[config.mk]
export PLATFORM = sky130hd
export DESIGN_NAME = repeating_timer_table
export DESIGN_NICKNAME = d
export VERILOG_FILES = /design/src/rtl/rtt_pkg.sv /design/src/rtl/rtt_cell.sv /design/src/rtl/rtt_head.sv /design/src/rtl/repeating_timer_table.sv
export VERILOG_INCLUDE_DIRS = /design/src /design/src/rtl
export SDC_FILE = /design/constraint.sdc
export NUM_CORES = 2
export LEC_CHECK = 0
export BUFFER_PORTS_ARGS = -buffer_cell sky130_fd_sc_hd__buf_2
export CAP_MARGIN = 25
export CELL_PAD_IN_SITES_DETAIL_PLACEMENT = 0
export CELL_PAD_IN_SITES_GLOBAL_PLACEMENT = 2
export CORE_ASPECT_RATIO = 1.4
export CORE_MARGIN = 2
export CORE_UTILIZATION = 52
export DETAILED_ROUTE_END_ITERATION = 12
export PLACE_DENSITY_LB_ADDON = 0.1
export SLEW_MARGIN = 20
export SYNTH_ARGS = -nofsm -noshare
export SYNTH_HDL_FRONTEND = slang
export SYNTH_HIERARCHICAL = 1
export SYNTH_SLANG_ARGS = --single-unit
[constraint.sdc]
create_clock -name clock -period 203.5 [get_ports clock]
set_input_delay 20.35 -clock clock [delete_from_list [all_inputs] [get_ports clock]]
set_output_delay 20.35 -clock clock [all_outputs]
set_load 0.05 [all_outputs]
[src/rtl/repeating_timer_table_defines.svh]
// ----------------------------------------------------------------------------
// Repeating timer table assertion macros
// Shared assertion wrappers for the repeating timer table.
// ----------------------------------------------------------------------------
`ifndef REPEATING_TIMER_TABLE_DEFINES_SVH
`define REPEATING_TIMER_TABLE_DEFINES_SVH
`ifndef ASSERT_OFF
`define RTT_ASSERT(label, clk, rst, prop, msg) \
   label: assert property (@(posedge clk) disable iff (rst) prop) else $error(msg);
`define RTT_ASSERT_NORST(label, clk, prop, msg) \
   label: assert property (@(posedge clk) prop) else $error(msg);
`else
`define RTT_ASSERT(label, clk, rst, prop, msg)
`define RTT_ASSERT_NORST(label, clk, prop, msg)
`endif
`endif

[src/rtl/rtt_pkg.sv]
// ----------------------------------------------------------------------------
// Repeating timer table package
// Types, codes and reset constants shared by the timer table modules.
// ----------------------------------------------------------------------------
package rtt_pkg;

   localparam int unsigned TimerSlotsDefault = 16;
   localparam logic [31:0] AllOnes = 32'hFFFF_FFFF;
   localparam logic [15:0] MinPeriodReset = 16'd10;
   localparam logic [31:0] MaxWaitReset = 32'd100000;

   localparam logic [1:0] OpSet = 2'd0;
   localparam logic [1:0] OpKill = 2'd1;
   localparam logic [1:0] OpTick = 2'd2;

   localparam logic [1:0] KindAccept = 2'd0;
   localparam logic [1:0] KindReject = 2'd1;
   localparam logic [1:0] KindExpiry = 2'd2;
   localparam logic [1:0] KindSummary = 2'd3;

   localparam logic CsrMinPeriod = 1'b0;
   localparam logic CsrMaxWait = 1'b1;

   typedef struct packed {
      logic [1:0]  op;
      logic [15:0] owner;
      logic [31:0] timer_num;
      logic [31:0] period;
      logic [31:0] repeats;
      logic [31:0] now;
   } req_type;

   typedef struct packed {
      logic [1:0]  kind;
      logic [15:0] fired_owner;
      logic [31:0] fired_num;
      logic [31:0] repeats_left;
      logic [31:0] least_wait;
      logic        last;
   } rsp_type;

   typedef struct packed {
      logic        used;
      logic [15:0] owner;
      logic [31:0] number;
      logic [31:0] period;
      logic [31:0] start;
      logic [31:0] count;
   } slot_type;

   // Command type for the cell at the head of the ring; no module in the project uses it.
   typedef struct packed {
      logic        write;
      logic        kill;
      logic        tick;
      slot_type    data;
   } cell_cmd_type;

endpackage

[src/rtl/rtt_cell.sv]
// ----------------------------------------------------------------------------
// Repeating timer table cell
// One timer slot of the rotating ring; passes its entry to the next cell.
// ----------------------------------------------------------------------------
module rtt_cell
   import rtt_pkg::*;
(
   input  logic     clock,
   input  logic     reset,
   input  logic     shift,
   input  slot_type slot_in,
   output slot_type slot_out
);

   slot_type slot_ff;

   always_ff @(posedge clock) begin
      if (reset) begin
         slot_ff.used <= 1'b0;
      end else if (shift) begin
         slot_ff.used <= slot_in.used;
      end
      if (shift) begin
         slot_ff.owner  <= slot_in.owner;
         slot_ff.number <= slot_in.number;
         slot_ff.period <= slot_in.period;
         slot_ff.start  <= slot_in.start;
         slot_ff.count  <= slot_in.count;
      end
   end

   assign slot_out = slot_ff;

endmodule

[src/rtl/rtt_head.sv]
// ----------------------------------------------------------------------------
// Repeating timer table head
// Processes the entry that passes the ring head for set, kill and tick.
// ----------------------------------------------------------------------------
module rtt_head
   import rtt_pkg::*;
(
   input  logic        kill,
   input  logic        tick,
   input  logic        write,
   input  req_type     req,
   input  slot_type    slot_in,
   output slot_type    slot_out,
   output logic        fire,
   output logic [31:0] wait_out,
   output logic        wait_valid
);

   logic [31:0] diff;
   logic        due;

   always_comb begin
      diff = slot_in.start + slot_in.period - req.now;
      due = (diff == 32'd0) || diff[31];
      slot_out = slot_in;
      fire = 1'b0;
      wait_out = diff;
      wait_valid = 1'b0;
      if (write) begin
         slot_out.used   = 1'b1;
         slot_out.owner  = req.owner;
         slot_out.number = req.timer_num;
         slot_out.period = req.period;
         slot_out.start  = req.now;
         slot_out.count  = req.repeats;
      end else if (kill) begin
         if (slot_in.used && slot_in.owner == req.owner &&
             (req.timer_num == AllOnes || slot_in.number == req.timer_num)) begin
            slot_out.used = 1'b0;
         end
      end else if (tick && slot_in.used) begin
         if (slot_in.count == 32'd0) begin
            slot_out.used = 1'b0;
         end else begin
            wait_valid = 1'b1;
            if (due) begin
               fire = 1'b1;
               slot_out.start = req.now;
               wait_out = slot_in.period;
               if (slot_in.count != AllOnes) begin
                  slot_out.count = slot_in.count - 32'd1;
               end
            end
         end
      end
   end

endmodule

[src/rtl/repeating_timer_table.sv]
// ----------------------------------------------------------------------------
// Repeating timer table
// Table of repeating timers keyed by owner and number, held in a cell ring.
// ----------------------------------------------------------------------------
// The slots sit in a ring of cells that rotates by one slot a cycle while a
// scan is not held by a result stall, and during a write pass; each set, kill
// or tick walks the ring through the head logic. A set walks it twice (search,
// then write), a kill or a tick once; an unknown op is rejected without a walk.
// A new item is taken only when the last is done and its result is gone.
// A tick emits one expiry per due timer and then a summary item.
`include "repeating_timer_table_defines.svh"
module repeating_timer_table
   import rtt_pkg::*;
#(
   parameter int unsigned TIMER_SLOTS = TimerSlotsDefault
) (
   input  logic        clock,
   input  logic        reset,
   input  logic        req_valid,
   output logic        req_stall,
   input  req_type     req_data,
   output logic        rsp_valid,
   input  logic        rsp_stall,
   output rsp_type     rsp_data,
   input  logic        csr_valid,
   output logic        csr_ready,
   input  logic        csr_index,
   input  logic [31:0] csr_data
);

   localparam int unsigned CntW = $clog2(TIMER_SLOTS + 1);
   localparam logic [CntW-1:0] LastPos = CntW'(TIMER_SLOTS - 1);

   typedef enum logic [2:0] {
      IDLE, SCAN, WRITE, SUMMARY, DONE
   } state_type;

   state_type   state_ff;
   req_type     req_ff;
   logic [CntW-1:0] pos_ff;
   logic        found_ff;
   logic        free_ff;
   logic        set_ok_ff;
   logic [31:0] least_ff;
   logic [15:0] min_period_ff;
   logic [31:0] max_wait_ff;
   logic        rsp_valid_ff;
   rsp_type     rsp_ff;

   slot_type    ring [TIMER_SLOTS];
   slot_type    head_out;
   logic        fire;
   logic [31:0] wait_val;
   logic        wait_valid;
   logic        shift;
   logic        head_write;
   logic        rsp_free;
   logic        match;
   logic        write_done_ff;
   logic        write_now;
   logic        rsp_load;

   assign rsp_free = !rsp_valid_ff || !rsp_stall;
   assign match = ring[TIMER_SLOTS-1].used &&
                  ring[TIMER_SLOTS-1].owner == req_ff.owner &&
                  ring[TIMER_SLOTS-1].number == req_ff.timer_num;
   assign head_write = (state_ff == WRITE) && set_ok_ff &&
                       (found_ff ? match : !ring[TIMER_SLOTS-1].used);

   assign write_now = head_write && !write_done_ff;

   assign shift = (state_ff == SCAN && rsp_free) || state_ff == WRITE;

   assign rsp_load = (state_ff == IDLE && req_valid && !req_stall &&
                      req_data.op != OpSet && req_data.op != OpKill &&
                      req_data.op != OpTick) ||
                     (state_ff == SCAN && rsp_free && fire) ||
                     (state_ff == SUMMARY && rsp_free);

   rtt_head u_head (
      .kill      (state_ff == SCAN && req_ff.op == OpKill),
      .tick      (state_ff == SCAN && req_ff.op == OpTick),
      .write     (write_now),
      .req       (req_ff),
      .slot_in   (ring[TIMER_SLOTS-1]),
      .slot_out  (head_out),
      .fire      (fire),
      .wait_out  (wait_val),
      .wait_valid(wait_valid)
   );

   for (genvar g = 0; g < TIMER_SLOTS; g++) begin : g_cell
      rtt_cell u_cell (
         .clock   (clock),
         .reset   (reset),
         .shift   (shift),
         .slot_in ((g == 0) ? head_out : ring[(g == 0) ? 0 : g-1]),
         .slot_out(ring[g])
      );
   end

   assign req_stall = (state_ff != IDLE) || rsp_valid_ff;
   assign csr_ready = 1'b1;
   assign rsp_valid = rsp_valid_ff;
   assign rsp_data = rsp_ff;

   always_ff @(posedge clock) begin
      if (reset) begin
         state_ff <= IDLE;
         rsp_valid_ff <= 1'b0;
         min_period_ff <= MinPeriodReset;
         max_wait_ff <= MaxWaitReset;
         pos_ff <= '0;
         found_ff <= 1'b0;
         free_ff <= 1'b0;
         set_ok_ff <= 1'b0;
         write_done_ff <= 1'b0;
      end else begin
         if (csr_valid) begin
            unique case (csr_index)
               CsrMinPeriod: min_period_ff <= csr_data[15:0];
               CsrMaxWait: max_wait_ff <= csr_data;
               default: ;
            endcase
         end
         if (rsp_load) begin
            rsp_valid_ff <= 1'b1;
         end else if (rsp_valid_ff && !rsp_stall) begin
            rsp_valid_ff <= 1'b0;
         end
         unique case (state_ff)
            IDLE: begin
               if (req_valid && !req_stall) begin
                  req_ff <= req_data;
                  pos_ff <= '0;
                  found_ff <= 1'b0;
                  free_ff <= 1'b0;
                  write_done_ff <= 1'b0;
                  least_ff <= max_wait_ff;
                  if (req_data.op == OpSet || req_data.op == OpKill ||
                      req_data.op == OpTick) begin
                     state_ff <= SCAN;
                  end else begin
                     rsp_ff <= '{kind: KindReject, last: 1'b1, default: '0};
                  end
               end
            end
            SCAN: begin
               if (rsp_free) begin
                  if (req_ff.op == OpSet) begin
                     if (match) found_ff <= 1'b1;
                     if (!ring[TIMER_SLOTS-1].used) free_ff <= 1'b1;
                  end
                  if (wait_valid && wait_val < least_ff) least_ff <= wait_val;
                  if (fire) begin
                     rsp_ff <= '{kind: KindExpiry,
                                 fired_owner: ring[TIMER_SLOTS-1].owner,
                                 fired_num: ring[TIMER_SLOTS-1].number,
                                 repeats_left: ring[TIMER_SLOTS-1].count,
                                 least_wait: 32'd0, last: 1'b0};
                  end
                  if (pos_ff == LastPos) begin
                     pos_ff <= '0;
                     if (req_ff.op == OpSet) begin
                        set_ok_ff <= (req_ff.period >= {16'd0, min_period_ff}) &&
                                     (found_ff || match || free_ff ||
                                      !ring[TIMER_SLOTS-1].used);
                        state_ff <= WRITE;
                     end else begin
                        state_ff <= SUMMARY;
                     end
                  end else begin
                     pos_ff <= pos_ff + CntW'(1);
                  end
               end
            end
            WRITE: begin
               pos_ff <= pos_ff + CntW'(1);
               if (write_now) write_done_ff <= 1'b1;
               if (pos_ff == LastPos) state_ff <= SUMMARY;
            end
            SUMMARY: begin
               if (rsp_free) begin
                  unique case (req_ff.op)
                     OpTick: rsp_ff <= '{kind: KindSummary, least_wait: least_ff,
                                         last: 1'b1, default: '0};
                     OpSet: rsp_ff <= '{kind: set_ok_ff ? KindAccept : KindReject,
                                        last: 1'b1, default: '0};
                     default: rsp_ff <= '{kind: KindAccept, last: 1'b1,
                                          default: '0};
                  endcase
                  state_ff <= DONE;
               end
            end
            DONE: state_ff <= IDLE;
            default: state_ff <= IDLE;
         endcase
      end
   end

   `RTT_ASSERT(a_no_accept_busy, clock, reset, (state_ff != IDLE) |-> req_stall, "busy accept")
   `RTT_ASSERT(a_one_write, clock, reset, (write_done_ff && state_ff == WRITE) |-> !write_now, "double write")
   `RTT_ASSERT(a_summary_last, clock, reset, (state_ff == DONE) |-> (rsp_valid_ff && rsp_ff.last), "summary not last")

endmodule

==> impl_metrics.tcl <==
set metrics [dict create \
    status "finished clean" \
    fin_area_um2 103000 \
    grt_pass1_wl_um 241000 \
    yosysWarnings 6 \
    cp-start-kind "primary input" \
    met2_usage 0.262 \
    cp.buffers_inverters 6 \
    max_freq_mhz 41.1 \
    reg2reg_slack_ns 194.88 \
    synth_cell_type_count 81 \
    layout-drive-gt1-share 0.175 \
    die_w_um 357 \
    finalCriticalPeriod_ns 24.31 \
    synth_edf_count 2597 \
    slew_violations 0 \
    min_path_cells 0 \
    ys_async_sr_fraction 0 \
    power.static_leakage_nw 26.7 \
    cts_num_sinks 2674 \
    critPathKind "primary input to register" \
    drc_errors 0 \
    crit_fanout 213 \
    vias 38800 \
    drt_iter0_drc 3559 \
    hp-class "register to register" \
    dpl_cell_area_um2 95000 \
    core-area_um2 173000 \
    regArea_um2 79500 \
    peakVddDrop_v 0.0000137 \
    rows 181 \
    cts_max_path_buffers 3 \
    fillers 12600 \
    ctsHoldBuffers 0 \
    cts_setup_buffers 0 \
    fin_crit_sh 0.119 \
    cts_root_buf "clkbuf_16" \
    rsz0062_at_grt "false" \
    dominantRegCellSynth "edfxtp_1" \
    syn_nets 4621 \
    hold_viol 0 \
    critPathArrivalTime_ns 24.76 \
    first_global_vias 37900 \
    cp_slowest_stage_delay_ns 0.80 \
    cts_tree "yes" \
    die_h_um 498 \
    grt_max_degree 214 \
    min-delay-start "g_cell[13].u_cell/slot_out[95]$_DFFE_PP_" \
    hpwlAfterDp_um 103000 \
    path_clk_slew_ns 0.06 \
    cts_max_level 4 \
    gp_congestion 0.864 \
    viasPerCell 5.30 \
    r2r_cells 24 \
    slowest_stage "buf_12" \
    pre_cts_slack_ns 177.96 \
    syn_to_final_growth_pct 13.9 \
    rr_startpoint "g_cell[15].u_cell/slot_out[64]$_DFFE_PP_" \
    place_inst 6866 \
    top_usage_layer "met1" \
    synth_area_per_cell_um2 20.9 \
    antenna_found_initial 31 \
    ys_ff_latch 2674 \
    worst_pin_slew_ns 1.11 \
    crit_required_ns 203.95 \
    path_cells "buf_2 -> nand2_1 -> nand2_1 -> a21oi_4 -> buf_4 -> buf_4 -> buf_16 -> buf_4 -> buf_12" \
    cts_buffers 235 \
    die_area_um2 177000 \
    multi_input_area_um2 10300 \
    crit_family "buffers and inverters" \
    finClkSkew_ns 0.0386 \
    setup_slack_ns 179.19 \
    drt-pass1-iter-count 6 \
    syn_area_um2 90500 \
    r2r-end "least_ff[3]$_DFFE_PP_" \
    endpoint_kind "register" \
    grtUsageMet3 0.0429 \
    synth_seq_area_share 0.879 \
    layout.cells.non_filler 7321 \
    setup_tns_ns 0 \
    pwr_density_cell_nw_per_um2 12.9 \
    grt_use_met1 0.284 \
    io_buffers 300 \
    initial_core_util 0.522 \
    maxSlewHeadroom 0.257 \
    insertion_delay_ns 0.85 \
    wl_per_cell_um 22.6 \
    cts_resized 0 \
    hold_path_end "g_cell[14].u_cell/slot_out[95]$_DFFE_PP_" \
    drv_cap 0 \
    finalWirelength_um 165000 \
    grt_use_total 0.185 \
    synth_cells 4321 \
    ioPinCount 302 \
    setup_viol 0 \
    ant_nets 0 \
    grt_overflow 0 \
    timing.critical_path.mode_cell "buf_4" \
    cp_num_cells 9 \
    nNetsFinal 5123 \
]
[synth_stat cells, types with 6 or more instances]
cell | count | share of area
edfxtp_1 | 2597 | 0.86
nand2_1 | 260 | 0.011
mux2_2 | 134 | 0.017
nor2_1 | 109 | 0.0045
inv_1 | 101 | 0.0042
a21oi_1 | 96 | 0.0053
and2_1 | 90 | 0.0062
xor2_1 | 89 | 0.0086
ha_1 | 85 | 0.012
dfxtp_1 | 77 | 0.017
clkbuf_1 | 68 | 0.0028
nor3_1 | 57 | 0.0032
o21ai_0 | 55 | 0.0030
nand4_1 | 49 | 0.0034
a31oi_1 | 33 | 0.0023
fa_1 | 31 | 0.0069
nand3_1 | 31 | 0.0017
or3_1 | 31 | 0.0021
nor4_1 | 30 | 0.0021
xnor2_1 | 29 | 0.0028
mux2i_1 | 23 | 0.0025
or4_1 | 20 | 0.0017
a21o_1 | 18 | 0.0015
nor2b_1 | 17 | 0.0012
o31ai_1 | 16 | 0.0013
nand2b_1 | 15 | 0.0010
and3_1 | 12 | 0.00083
o21ai_1 | 12 | 0.00066
o211ai_1 | 10 | 0.00083
o21a_1 | 10 | 0.00083
buf_1 | 9 | 0.00037
buf_2 | 6 | 0.00033
or2_2 | 6 | 0.00041
[report_power, final]
group          total [mW]  internal (mW)  switching, mW
Sequential          0.698          0.691        0.00642
Combinational       0.184         0.0308          0.153
Clock               0.451          0.257          0.194
Total                1.33          0.979          0.353
[sequential cells by signal, summed over array words and instances, names as in the netlist, 3 cells and up]
name	cells
min_period_ff	16
req_ff	146
rsp_data	115
g_cell.u_cell/slot_out	2320
pos_ff	5
state_ff	3
max_wait_ff	32
least_ff	32
[worst max-delay path by stage]
| stage | startpoint | endpoint | slack (ns) |
|---|---|---|---|
| 2_1_floorplan | rsp_stall | g_cell[0].u_cell/slot_out[144]$_SDFFE_PP0P_ | 65.29 |
| 3_3_place_gp | rsp_stall | g_cell[13].u_cell/slot_out[12]$_DFFE_PP_ | 178.19 |
| 3_5_place_dp | rsp_stall | g_cell[11].u_cell/slot_out[12]$_DFFE_PP_ | 177.96 |
| 4_1_cts | rsp_stall | g_cell[8].u_cell/slot_out[15]$_DFFE_PP_ | 178.94 |
| 5_1_grt | rsp_stall | g_cell[8].u_cell/slot_out[21]$_DFFE_PP_ | 178.86 |
| 6_report | rsp_stall | g_cell[14].u_cell/slot_out[19]$_DFFE_PP_ | 179.19 |
[through the flow]
step	utilization	total power [mW]	hold WS [ns]
6_report	0.595	1.33	0.406
5_1_grt	0.595	1.39	0.397
4_1_cts	0.594	1.35	0.393
3_5_place_dp	0.548	0.895	0.405
3_3_place_gp	0.548	0.888	0.400
2_1_floorplan	-	2.07	0.400
[area by class of cell]
class,count,share of cell area
Inverter,103,0.00375
Antenna cell,8,0.000194
Tap cell,2287,0.0277
Sequential cell,2674,0.771
Timing Repair Buffer,353,0.0203
Multi-Input combinational cell,1456,0.100
Clock buffer,277,0.0597
Clock inverter,163,0.0172
[routing by layer]
layer  wire, um  vias to the layer above
met3      10500                      319
met4       5320                       26
met5        162                        -
met1      77200                    19600
li1           -                    17800
met2      72000                     1032
[cell families after synthesis]
kind of cell	synth area share
other cells	0.0000414
buf+inv	0.00821
simple gates	0.0416
compound gates	0.0222
xor+xnor	0.0114
flops	0.879
fa+ha+maj	0.0186
mux	0.0192
[cell usage in the layout (no fill, tap or decap), types with 20 or more instances in the layout]
master	synthesis	routed
nor3_1	57	57
clkinv_2	0	48
nand4_1	49	49
clkbuf_1	68	35
bufinv_16	0	32
nand2_1	260	259
clkinv_1	1	45
buf_2	6	300
inv_1	101	101
or4_1	20	20
dfxtp_1	77	77
nor2_1	109	109
nand3_1	31	31
o21ai_0	55	55
mux2_2	134	134
a31oi_1	33	33
ha_1	85	85
buf_4	5	41
mux2i_1	23	23
xor2_1	89	89
fa_1	31	31
and2_1	90	89
nor4_1	30	29
xnor2_1	29	29
or3_1	31	31
edfxtp_1	2597	2597
a21oi_1	96	94
clkbuf_16	0	239
Power figures use the tool's default switching activity.
